--- config.mk ---
export PLATFORM = sky130hd
export DESIGN_NAME = flag_map_zero_fill_decoder_unit
export DESIGN_NICKNAME = d
export VERILOG_FILES = /design/src/sv/fmzfd_pkg.sv /design/src/sv/flag_map_zero_fill_decoder_unit.sv /design/src/sv/fmzfd_dpath.sv /design/src/sv/fmzfd_ctrl.sv
export SDC_FILE = /design/constraint.sdc
export NUM_CORES = 1
export LEC_CHECK = 0
export BUFFER_PORTS_ARGS = -buffer_cell sky130_fd_sc_hd__buf_2
export CAP_MARGIN = 20
export CORE_ASPECT_RATIO = 1.25
export CORE_MARGIN = 2
export CORE_UTILIZATION = 36
export DETAILED_ROUTE_END_ITERATION = 8
export SLEW_MARGIN = 5
export SYNTH_ARGS = -nofsm -noshare
export SYNTH_HDL_FRONTEND = slang
export SYNTH_HIERARCHICAL = 1
export SYNTH_SLANG_ARGS = --single-unit
--- constraint.sdc ---
create_clock -name clk -period 2.4 [get_ports clk]
set_input_delay 0.36 -clock clk [delete_from_list [all_inputs] [get_ports clk]]
set_output_delay 0.36 -clock clk [all_outputs]
set_load 0.01 [all_outputs]
--- src/sv/fmzfd_pkg.sv ---
// Package: constants, state and control types of the zero-fill decoder.
package fmzfd_pkg;

	localparam logic [4:0] GROUPS        = 5'd24;
	localparam logic [8:0] IN_LIMIT      = 9'd198;
	localparam logic [8:0] OUT_LIMIT     = 9'd192;
	localparam logic [3:0] FLAGS_PER_MAP = 4'd8;

	typedef enum logic [0:0] {
		ST_IDLE,
		ST_EXPAND
	} fmzfd_state_t;

	typedef struct packed {
		logic accept;
		logic emit_zero;
		logic set_want;
	} fmzfd_cmd_t;

	typedef struct packed {
		logic finished;
		logic flags_left_nz;
		logic flag_bit0;
		logic out_free;
	} fmzfd_status_t;

endpackage

--- src/sv/flag_map_zero_fill_decoder_unit.sv ---
// Top level of the zero-fill bitmap decoder.
// Input channel (in_valid/in_ready): one stream byte per transfer in data_byte;
// first = 1 clears all counters and takes the byte as the map byte of a new image.
// Output channel (out_valid/out_ready): one decoded byte per transfer with its
// position out_index; last marks the final byte of the image.
// Each map byte yields a zero for every set flag, least significant flag first,
// until a clear flag asks for the next byte as a literal.
// A literal is registered at its transfer and shows on the output in the cycle
// after it; zeros follow one per cycle while the receiver is ready. A new input
// is taken only once the controller's expand loop, which emits the zeros through
// the single output register, has returned to idle.
// After the image ends, bytes without first are taken and dropped.
// Reset clears all counters; decoding may start at once without a first byte.
// While the receiver stalls, the output register holds its byte and the
// expand loop waits; no input is taken until that byte is gone.
module flag_map_zero_fill_decoder_unit (
	input  logic       clk,
	input  logic       arst_n,
	input  logic       in_valid,
	output logic       in_ready,
	input  logic [7:0] data_byte,
	input  logic       first,
	output logic       out_valid,
	input  logic       out_ready,
	output logic [7:0] out_byte,
	output logic [7:0] out_index,
	output logic       last
);

	fmzfd_pkg::fmzfd_cmd_t    cmd;
	fmzfd_pkg::fmzfd_status_t status;

	fmzfd_ctrl u_ctrl (
		.clk     (clk),
		.arst_n  (arst_n),
		.in_valid(in_valid),
		.in_ready(in_ready),
		.status  (status),
		.cmd     (cmd)
	);

	fmzfd_dpath u_dpath (
		.clk      (clk),
		.arst_n   (arst_n),
		.cmd      (cmd),
		.data_byte(data_byte),
		.first    (first),
		.out_ready(out_ready),
		.status   (status),
		.out_valid(out_valid),
		.out_byte (out_byte),
		.out_index(out_index),
		.last     (last)
	);

endmodule

--- src/sv/fmzfd_dpath.sv ---
// Datapath: decoder state registers, emit logic and output register.
module fmzfd_dpath (
	input  logic                    clk,
	input  logic                    arst_n,
	input  fmzfd_pkg::fmzfd_cmd_t   cmd,
	input  logic [7:0]              data_byte,
	input  logic                    first,
	input  logic                    out_ready,
	output fmzfd_pkg::fmzfd_status_t status,
	output logic                    out_valid,
	output logic [7:0]              out_byte,
	output logic [7:0]              out_index,
	output logic                    last
);

	logic       want_q;
	logic [7:0] flag_bits_q;
	logic [3:0] flags_left_q;
	logic [4:0] group_q;
	logic [8:0] in_count_q;
	logic [8:0] out_count_q;
	logic       finished_q;

	logic       out_valid_q;
	logic [7:0] out_byte_q;
	logic [7:0] out_index_q;
	logic       last_q;

	logic       base_want, base_fin;
	logic [7:0] base_fb;
	logic [3:0] base_fl;
	logic [4:0] base_gc;
	logic [8:0] base_ic, base_oc, in_inc;
	logic       take, lit_emit, do_emit;

	logic [7:0] src_fb;
	logic [3:0] src_fl;
	logic [4:0] src_gc;
	logic [8:0] src_ic, src_oc;

	logic [7:0] e_fb, e_value;
	logic [3:0] e_fl;
	logic [4:0] e_gc;
	logic [8:0] e_oc;
	logic       e_grp_done, e_fin;

	// A first byte sees the cleared state.
	always_comb begin
		base_want = first ? 1'b0 : want_q;
		base_fb   = first ? 8'd0 : flag_bits_q;
		base_fl   = first ? 4'd0 : flags_left_q;
		base_gc   = first ? 5'd0 : group_q;
		base_ic   = first ? 9'd0 : in_count_q;
		base_oc   = first ? 9'd0 : out_count_q;
		base_fin  = first ? 1'b0 : finished_q;
		in_inc    = (base_ic == 9'h1FF) ? base_ic : base_ic + 9'd1;
		take      = cmd.accept && !base_fin;
		lit_emit  = take && base_want;
		do_emit   = lit_emit || cmd.emit_zero;
	end

	always_comb begin
		if (cmd.accept) begin
			src_fb = base_fb;
			src_fl = base_fl;
			src_gc = base_gc;
			src_ic = in_inc;
			src_oc = base_oc;
		end else begin
			src_fb = flag_bits_q;
			src_fl = flags_left_q;
			src_gc = group_q;
			src_ic = in_count_q;
			src_oc = out_count_q;
		end
		e_value    = cmd.accept ? data_byte : 8'd0;
		e_oc       = src_oc + 9'd1;
		e_fb       = src_fb >> 1;
		e_fl       = (src_fl != 4'd0) ? src_fl - 4'd1 : src_fl;
		e_grp_done = (e_fl == 4'd0);
		e_gc       = e_grp_done ? src_gc + 5'd1 : src_gc;
		e_fin      = (e_grp_done && (e_gc >= fmzfd_pkg::GROUPS))
			|| (src_ic > fmzfd_pkg::IN_LIMIT) || (e_oc > fmzfd_pkg::OUT_LIMIT);
	end

	always_ff @(posedge clk or negedge arst_n) begin
		if (!arst_n) begin
			want_q       <= 1'b0;
			flag_bits_q  <= 8'd0;
			flags_left_q <= 4'd0;
			group_q      <= 5'd0;
			in_count_q   <= 9'd0;
			out_count_q  <= 9'd0;
			finished_q   <= 1'b0;
		end else if (take) begin
			in_count_q <= in_inc;
			want_q     <= 1'b0;
			if (!base_want) begin
				// map byte: load a fresh group
				flag_bits_q  <= data_byte;
				flags_left_q <= fmzfd_pkg::FLAGS_PER_MAP;
				group_q      <= base_gc;
				out_count_q  <= base_oc;
				finished_q   <= 1'b0;
			end else begin
				flag_bits_q  <= e_fb;
				flags_left_q <= e_fl;
				group_q      <= e_gc;
				out_count_q  <= e_oc;
				finished_q   <= e_fin;
			end
		end else if (cmd.emit_zero) begin
			flag_bits_q  <= e_fb;
			flags_left_q <= e_fl;
			group_q      <= e_gc;
			out_count_q  <= e_oc;
			finished_q   <= e_fin;
		end else if (cmd.set_want) begin
			want_q <= 1'b1;
		end
	end

	always_ff @(posedge clk or negedge arst_n) begin
		if (!arst_n) begin
			out_valid_q <= 1'b0;
		end else if (do_emit) begin
			out_valid_q <= 1'b1;
		end else if (out_ready) begin
			out_valid_q <= 1'b0;
		end
	end

	always_ff @(posedge clk) begin
		if (do_emit) begin
			out_byte_q  <= e_value;
			out_index_q <= src_oc[7:0];
			last_q      <= e_fin;
		end
	end

	always_comb begin
		status.finished      = finished_q;
		status.flags_left_nz = (flags_left_q != 4'd0);
		status.flag_bit0     = flag_bits_q[0];
		status.out_free      = !out_valid_q || out_ready;
	end

	assign out_valid = out_valid_q;
	assign out_byte  = out_byte_q;
	assign out_index = out_index_q;
	assign last      = last_q;

endmodule

--- src/sv/fmzfd_ctrl.sv ---
// Controller: takes stream bytes and steps through the zero flags of a group.
module fmzfd_ctrl (
	input  logic                     clk,
	input  logic                     arst_n,
	input  logic                     in_valid,
	output logic                     in_ready,
	input  fmzfd_pkg::fmzfd_status_t status,
	output fmzfd_pkg::fmzfd_cmd_t    cmd
);

	fmzfd_pkg::fmzfd_state_t state_q, state_d;

	always_ff @(posedge clk or negedge arst_n) begin
		if (!arst_n) begin
			state_q <= fmzfd_pkg::ST_IDLE;
		end else begin
			state_q <= state_d;
		end
	end

	always_comb begin
		state_d  = state_q;
		cmd      = '0;
		in_ready = 1'b0;
		unique case (state_q)
			fmzfd_pkg::ST_IDLE: begin
				in_ready = status.out_free;
				if (in_valid && status.out_free) begin
					cmd.accept = 1'b1;
					state_d    = fmzfd_pkg::ST_EXPAND;
				end
			end
			fmzfd_pkg::ST_EXPAND: begin
				if (status.finished || !status.flags_left_nz) begin
					state_d = fmzfd_pkg::ST_IDLE;
				end else if (status.flag_bit0) begin
					// hold while the output register is full
					cmd.emit_zero = status.out_free;
				end else begin
					cmd.set_want = 1'b1;
					state_d      = fmzfd_pkg::ST_IDLE;
				end
			end
			default: state_d = fmzfd_pkg::ST_IDLE;
		endcase
	end

endmodule

# Yosys cells after proc, flatten, opt, wreduce, memory -nomap -nowiden
# Index checks and enable logic that the tools add are counted.
# classes
add_sub_neg,4
n_lt_le_gt_ge,3
eq_ne,2
n_mux,45
bitwise,1
n_reduce_logical,19
# op_table
op,n
$mux W9,8
$mux W8,5
$mux W5,6
$mux W4,6
$add A9 B1 Y9 const B,2
$gt A9 B8 Y1 const B,2
$mux W1,17
$eq A9 B9 Y1 const B,1
$reduce_bool A4 Y1,2
$reduce_bool A2 Y1,3
$add A5 B1 Y5 const B,1
$ge A5 B5 Y1 const B,1
$logic_or A1 B1 Y1,5
$logic_and A1 B1 Y1,4
$logic_not A4 Y1,1
$mux W2,2
$sub A4 B1 Y4 const B,1
$logic_not A1 Y1,3
$ne A2 B2 Y1 const B,1
$pmux W1 S2,1
$reduce_and A2 Y1,1
$not A1 Y1,1
# word_totals
register_bits,56
inputBits,13
output_inout_bits,19
wordCells,86

# Depth between registers and ports, before layout
# Gate-level depths: netlist (run 1).
# depth
word_depth,16
mapped_depth,14
ltp_nobuf,13

# Modules after synthesis
# Netlist (run 1), hierarchy kept.
# modules_own_cells
mod,n_inst,cells_per_inst,area_per_inst_um2,seq_area_each_um2
fmzfd_dpath,1,326,3105.5,1461.4
fmzfd_ctrl,1,9,78.8,25.0

# Least setup slack after synthesis (run 1)
# OpenSTA, ideal clock, no wires.
# synth_path
kind,in2reg
startpoint,input out_ready
endpoint,register u_dpath.finished_q
setup_ns,0.121
arrival_ns,2.650
t_required_ns,2.279
setup_slack_ns,-0.371
path_stages,14
path_buffers,1
cell_sequence,nand2b_1 nand2_1 nor2_1 nand2_1 clkbuf_1 and2_1 ha_1 nand2_1 nor3_1 xnor2_1 nor2_1 a2111oi_4 o211ai_2 a22o_1
# synth_rtl
item,line_no,rtl
start: declaration,flag_map_zero_fill_decoder_unit.sv:24,"input logic out_ready,"
end signal: assignment,fmzfd_dpath.sv:110,finished_q <= e_fin;
end signal: assignment,fmzfd_dpath.sv:117,finished_q <= e_fin;
end: declaration,fmzfd_dpath.sv:22,logic finished_q;

==> results by group, run 1 <==
Timing
  • Final Hold Fails: 0
  • Slew Viols, Final: 0
  • Tcrit/Tclk final: between 90% and 100%
  • RSZ-0062 raised after global routing: true
  • Fmax: between 0.4 and 0.5 GHz
  • Max_slew headroom: between 60% and 70%
  • Skew final: 6.508 ps
  • Minimum clock period: roughly 2300 ps
  • Setup TNS after final layout: 0 ps
  • Final setup viols: 0
  • Worst-Margin Slew: roughly 550 ps

Placement
  • Gpl congestion: 0.8003
  • # port buffers: 31
  • Post-DP HPWL: ~5300 um
  • DP Cell Count: between 400 and 500

Clock tree
  • Num CTS Buffers: 5
  • H-tree levels: 2
  • Insertion delay to the later sink of the worst-skew pair: approximately 320 ps
  • Max Root-Sink Buffers: 2
  • Clock sinks: 56
  • Root Buffer: clkbuf_8
  • CTS tree: done
  • Reg clk slew, reported paths: approximately 100 ps

Setup path
  • RR Startpoint: u_dpath/out_valid
  • CP required: between 2000 and 3000 ps
  • Crit. End Element: flip-flop
  • CP arrival: roughly 2600 ps
  • Setup Crit Path Kind: reg2reg
  • Worst-path fanout max: 7
  • Worst setup startpoint: u_dpath/out_valid
  • CP Launch Type: flip-flop

Yosys
  • Yosys reg bits: 56
  • Ys flop type: dfrtp_1
  • Synthesized Nets: between 300 and 400
  • Yosys Warn Count: 6
  • Syn Area/Cell: 9.505 um2
  • Synth area leaders: dfrtp_1 31%, edfxtp_1 16%, nand2_1 5.8%, o21ai_0 4.7%, and2_1 4.3%
  • Async SR Flop Fraction: a little over two thirds
  • Mapped Area: 3184 um2
  • Sequential fraction of the synthesis area: 46.68%
  • Gate Count Post-Synth: 335
  • Most numerous cell in the Yosys netlist: nand2_1
  • Synth cell types: 54
  • Synth top cells by count: 49 x nand2_1, 39 x dfrtp_1, 30 x o21ai_0
  • Synth top area share: between 30 and 40%
  • EDFF count, synth: 17
  • Yosys top cell by area: dfrtp_1

Die
  • Chip height: roughly 110 um
  • Core Area: 8653 um2
  • Initial Util: ~37%
  • Die width: around 88 um
  • Rows: 38
  • I/O pins: 32
  • Total Die Area: slightly below 10,000 um2

Power and ir drop
  • Sw Pwr: between 1000 and 1500 uW
  • Power density over the cells: 977.0 nW/um2
  • Switching Fraction: 39.31%
  • Internal cell power: 2274 uW
  • Maximum vdd drop: approximately 370 uV
  • Comb power frac: a little under half
  • Reg power frac: 40.3%
  • P_leak: 0.001638 uW
  • Clock group share of total power: 14.2%

Finish
  • Layout cell share with drive strength beyond 1: a little under 30%
  • # diodes: 0
  • Nets: roughly 400
  • Synth-to-layout area growth: 20.43%
  • # fillers: approximately 860
  • Post-route insts no fill: slightly above 500

Global routing
  • Grt ovf: 0
  • Largest net degree at the start of global routing: 21
  • Total track usage: 16.30%
  • First-pass GRT wire length: 12,180 um
  • Vias in the first global route: about 2,500
  • Initial antenna violation count: 0

Drt
  • Starting DRT DRC Count: about 150
  • Antenna-violating nets left: 0
  • Via count: 2,652
  • Via/cell ratio: 5.190
  • Detailed-route wire length: around 7500 um
  • DRT Pass-1 Iters: 5
  • DRC: 0
  • Detailed-route wire length per cell: approximately 15 um

Status
  • Status: completed

Hold path
  • Hold Crit Class: in2reg
  • Hold path start: data_byte[5]

Job
  • Max_cap viols: 0
==> critical path, cell delays in order, from the launching register on <==
cell and delay (ps):
dfrtp_1 390, nand2b_1 110, nand2_2 90, nor2_4 130, nand2_4 100, buf_6 130
and2_4 150, ha_4 170, nand2_2 60, o31ai_2 60, a32oi_1 210, nor3_2 90
a2111oi_4 200, o211ai_2 130, a22o_1 210
==> area by class of cell <==
cell class	count	area [um2]	area share, %
flip-flops and latches	56	1486	38.76
inverters	5	21.27	0.5546
clock buffers	5	68.82	1.794
clock inverters	3	21.27	0.5546
multi-input cells	250	1618	42.19
repair buffers	72	469.2	12.23
well taps	120	150.1	3.915
==> path summary, 6_finish.rpt <==
kind	cells after the start	slack (ps)	end
worst max-delay path	14	70	u_dpath/finished_q
worst min-delay path	3	260	u_dpath/flag_bits_q[5]
min in group asynchronous	2	520	u_dpath/in_count_q[2]
max in group asynchronous	3	1230	u_dpath/group_q[3]
worst min register to register	2	480	u_dpath/flag_bits_q[5]
worst max register to register	14	70	u_dpath/finished_q
==> repair_timing <==
item,in CTS,in global routing
endpoints found under the setup margin,0,14
gates resized for setup,0,16
setup buffers,0,8
hold endpoints to repair,11,0
hold buffers,1,0
==> power by group through the flow <==
stage	logic (uW)	registers [uW]	clock network (uW)
6_report	1700	1510	533
5_1_grt	1900	1550	584
3_3_place_gp	1580	1520	0
4_1_cts	1620	1510	554
3_5_place_dp	1610	1530	0
2_1_floorplan	1020	1530	0
==> routing by layer <==
layer  vias to the layer above  routed length [um]  track usage (%)
met4                         0                 128            6.277
li1                       1318                   -                -
met1                      1284                3348            21.00
met2                        43                3785            27.11
met5                         -                   0                0
met3                         7                 243            2.877
==> flip-flops by register name, summed over array words and instances, names as in the netlist <==
| register | flops |
|---|---|
| u_dpath/in_count_q | 9 |
| u_dpath/out_count_q | 9 |
| u_dpath/flag_bits_q | 8 |
| u_dpath/out_byte | 8 |
| u_dpath/out_index | 8 |
| u_dpath/group_q | 5 |
| u_dpath/flags_left_q | 4 |
| u_ctrl/state_q | 1 |
| u_dpath/finished_q | 1 |
| u_dpath/last | 1 |
| u_dpath/out_valid | 1 |
| u_dpath/want_q | 1 |
==> through the flow <==
stage | power (uW) | instance area (um2) | setup slack (ps) | hold WS (ps) | util (%)
2_1_floorplan | 2548 | 3244 | -31.12 | 64.41 | -
3_3_place_gp | 3098 | 3605 | 34.94 | 353.0 | 41.66
3_5_place_dp | 3141 | 3605 | 5.119 | 354.6 | 41.66
4_1_cts | 3685 | 3705 | 42.46 | 259.5 | 42.81
5_1_grt | 4038 | 3835 | -49.21 | 268.8 | 44.32
6_report | 3747 | 3835 | 67.29 | 263.4 | 44.32
==> cells in the final DEF (no fill, tap or decap), types with 7 or more instances in the layout <==
cell,Yosys,routed
o21ai_0,30,29
edfxtp_1,17,17
nor2_1,22,20
a31oi_1,8,8
dfrtp_1,39,39
nand2_1,49,45
buf_2,4,31
a21oi_1,14,14
buf_4,4,39
nand3_1,12,12
and2_1,22,18
nand4_1,7,7
==> kinds of logic after synthesis <==
kind of cell | share of synthesized area (%)
XOR/XNOR | 1.925
buffers and inverters | 6.169
flip-flops | 46.68
AO/OA/AOI/OAI | 18.82
multiplexers | 2.279
adder cells (fa/ha/maj) | 1.572
AND/OR/NAND/NOR | 22.55
Power figures use the tool's default switching activity.
==> run 2: changes to the inputs <==
CTS_BUF_LIST = sky130_fd_sc_hd__clkbuf_16   (was default)
==> results by group, run 2 (same netlist as run 1, synthesis figures left out) <==
Setup path
  • CP Launch Type: flip-flop
  • Setup Crit Path Kind: reg2reg
  • CP required: 2590 ps (-30 ps)
  • CP arrival: 2470 ps (-80 ps)
  • CP cell instances: nand2b_1 > nand2_2 > nor2_4 > nand2_4 > buf_6 > and2_4 > ha_4 > nand2_1 > o31ai_1 > a32oi_1 > nor3_2 > a2111oi_4 > o211ai_2 > a22o_1
  • Crit. End Element: flip-flop
  • Top delay family on crit path: compound AO/OA/AOI/OAI gates
  • Crit path buf inv count: 1 (unchanged)
  • Crit path max-delay cell type: dfrtp_1
  • Worst-path fanout max: 7 (unchanged)
  • Critical path's largest stage delay: 380 ps (about the same)

Power and ir drop
  • Clock group share of total power: 18.6% (+4.4 points)
  • Sw Pwr: 1494 uW (+1.5%)
  • P_leak: 0.001654 uW (+1.0%)
  • Power density over the cells: 1020 nW/um2 (+4.4%)
  • Maximum vdd drop: 347.6 uV (-5.3%)
  • Switching Fraction: 37.83% (-1.5 points)
  • Reg power frac: 38.3% (-2.0 points)
  • Internal cell power: 2456 uW (+8.0%)
  • Comb power frac: 43.1% (-2.3 points)

Global routing
  • Total track usage: 16.40% (+0.10 points)
  • Grt ovf: 0 (unchanged)
  • Initial antenna violation count: 0 (unchanged)
  • Largest net degree at the start of global routing: 21 (unchanged)
  • First-pass GRT wire length: 12,310 um (+1.1%)
  • Vias in the first global route: 2,478 (-0.12%)

Clock tree
  • Clock sinks: 56 (unchanged)
  • Insertion delay to the later sink of the worst-skew pair: 300 ps (-20 ps)
  • H-tree levels: 2 (unchanged)
  • Num CTS Buffers: 5 (unchanged)
  • Root Buffer: clkbuf_16
  • Reg clk slew, reported paths: 70 ps (-30 ps)
  • Post-CTS Hold Buffers: 0 (-1)
  • CTS tree: done
  • Max Root-Sink Buffers: 2 (unchanged)

Die
  • Rows: 38 (unchanged)
  • I/O pins: 32 (unchanged)
  • Chip height: 109.2 um (unchanged)
  • Total Die Area: 9618 um2 (unchanged)
  • Initial Util: 36.80% (unchanged)
  • Die width: 88.12 um (unchanged)
  • Core Area: 8653 um2 (unchanged)

Placement
  • Post-DP HPWL: 5270 um (unchanged)
  • DP Cell Count: 494 (unchanged)
  • # port buffers: 31 (unchanged)
  • Pre-CTS WS: 5.119 ps (unchanged)
  • Gpl congestion: 0.8003 (unchanged)

Drt
  • Via count: 2,680 (+1.1%)
  • DRT Pass-1 Iters: 4 (-1)
  • DRC: 0 (unchanged)
  • Detailed-route wire length: 7531 um (+0.35%)
  • Via/cell ratio: 5.255 (+1.3%)
  • Detailed-route wire length per cell: 14.77 um (+0.54%)
  • Starting DRT DRC Count: 215 (+41%)
  • Antenna-violating nets left: 0 (unchanged)

Timing
  • Max_slew headroom: 63.51% (+0.22 points)
  • Final Hold Fails: 0 (unchanged)
  • Worst hold slack: 16.79 ps (-246.6 ps)
  • Setup TNS after final layout: 0 ps (unchanged)
  • Fmax: 0.4374 GHz (+2.0%)
  • Worst-Margin Slew: 547.4 ps (-3.331 ps)
  • Tcrit/Tclk final: 95.25% (-1.9 points)
  • Skew final: 5.141 ps (-1.368 ps)
  • Slew Viols, Final: 0 (unchanged)
  • Post-route worst setup slack: 114.0 ps (+46.66 ps)
  • Final setup viols: 0 (unchanged)
  • Minimum clock period: 2286 ps (-46.66 ps)

Hold path
  • Hold Crit Class: in2async

Finish
  • Regs by FF count: u_dpath/in_count_q (9), u_dpath/out_count_q (9)
  • Synth-to-layout area growth: 21.65%
  • Layout cell share with drive strength beyond 1: 28.46% (-0.44 points)
  • Most frequent cells in the layout: 46 x nand2_1, 39 x buf_4, 39 x dfrtp_1, 31 x buf_2, 29 x o21ai_0
  • Post-route insts no fill: 510 (-0.20%)
  • # fillers: 858 (-0.12%)
  • # diodes: 0 (unchanged)
  • Most common cell after layout, fill and taps aside: nand2_1
  • Nets: 406 (-0.25%)

Job
  • Max_cap viols: 0 (unchanged)

Status
  • Status: completed
run 2: cell type report:
type | instances | area [um2] | share of cell area, %
repair buffers | 71 | 459.2 | 11.85
well taps | 120 | 150.1 | 3.876
multi-input cells | 250 | 1610 | 41.57
clock inverters | 3 | 21.27 | 0.5491
clock buffers | 5 | 125.1 | 3.230
flip-flops and latches | 56 | 1486 | 38.37
inverters | 5 | 21.27 | 0.5491
run 2: what timing repair did:
action,in CTS,in global routing
gates resized for setup,0,14
endpoints found under the setup margin,0,14
setup buffers,0,8
endpoints found under the hold margin,0,0
run 2: metrics by stage:
| stage | util [%] | power, uW | cell area, um2 |
|---|---|---|---|
| 5_1_grt | 44.77 | 4251 | 3874 |
| 6_report | 44.77 | 3950 | 3874 |
| 3_5_place_dp | 41.66 | 3141 | 3605 |
| 3_3_place_gp | 41.66 | 3098 | 3605 |
| 4_1_cts | 43.35 | 3889 | 3751 |
| 2_1_floorplan | - | 2548 | 3244 |
run 2: final timing paths:
check | from | end | slack [ps] | cells after the start
min | arst_n | u_dpath/in_count_q[2] | 20 | 1
max | u_dpath/out_valid | u_dpath/finished_q | 110 | 14
min in group clk | data_byte[5] | u_dpath/flag_bits_q[5] | 290 | 3
min reg2reg | u_dpath/flag_bits_q[4] | u_dpath/flag_bits_q[3] | 480 | 2
max reg2reg | u_dpath/out_valid | u_dpath/finished_q | 110 | 14
max in group asynchronous | arst_n | u_dpath/flag_bits_q[6] | 1720 | 2
run 2: per-layer routing:
| layer | track usage, % | up-vias | wire, um |
|---|---|---|---|
| li1 | - | 1314 | - |
| met1 | 21.82 | 1318 | 3404 |
| met2 | 26.73 | 43 | 3790 |
| met3 | 2.725 | 5 | 229 |
| met4 | 6.061 | 0 | 107 |
| met5 | 0 | - | 0 |
run 2: power groups by stage:
stage | combinational (uW) | clock (uW) | sequential [uW]
finish | 1700 | 734 | 1510
global route | 1900 | 797 | 1550
CTS | 1620 | 757 | 1510
detailed placement | 1610 | 0 | 1530
global placement | 1580 | 0 | 1520
floorplan | 1020 | 0 | 1530
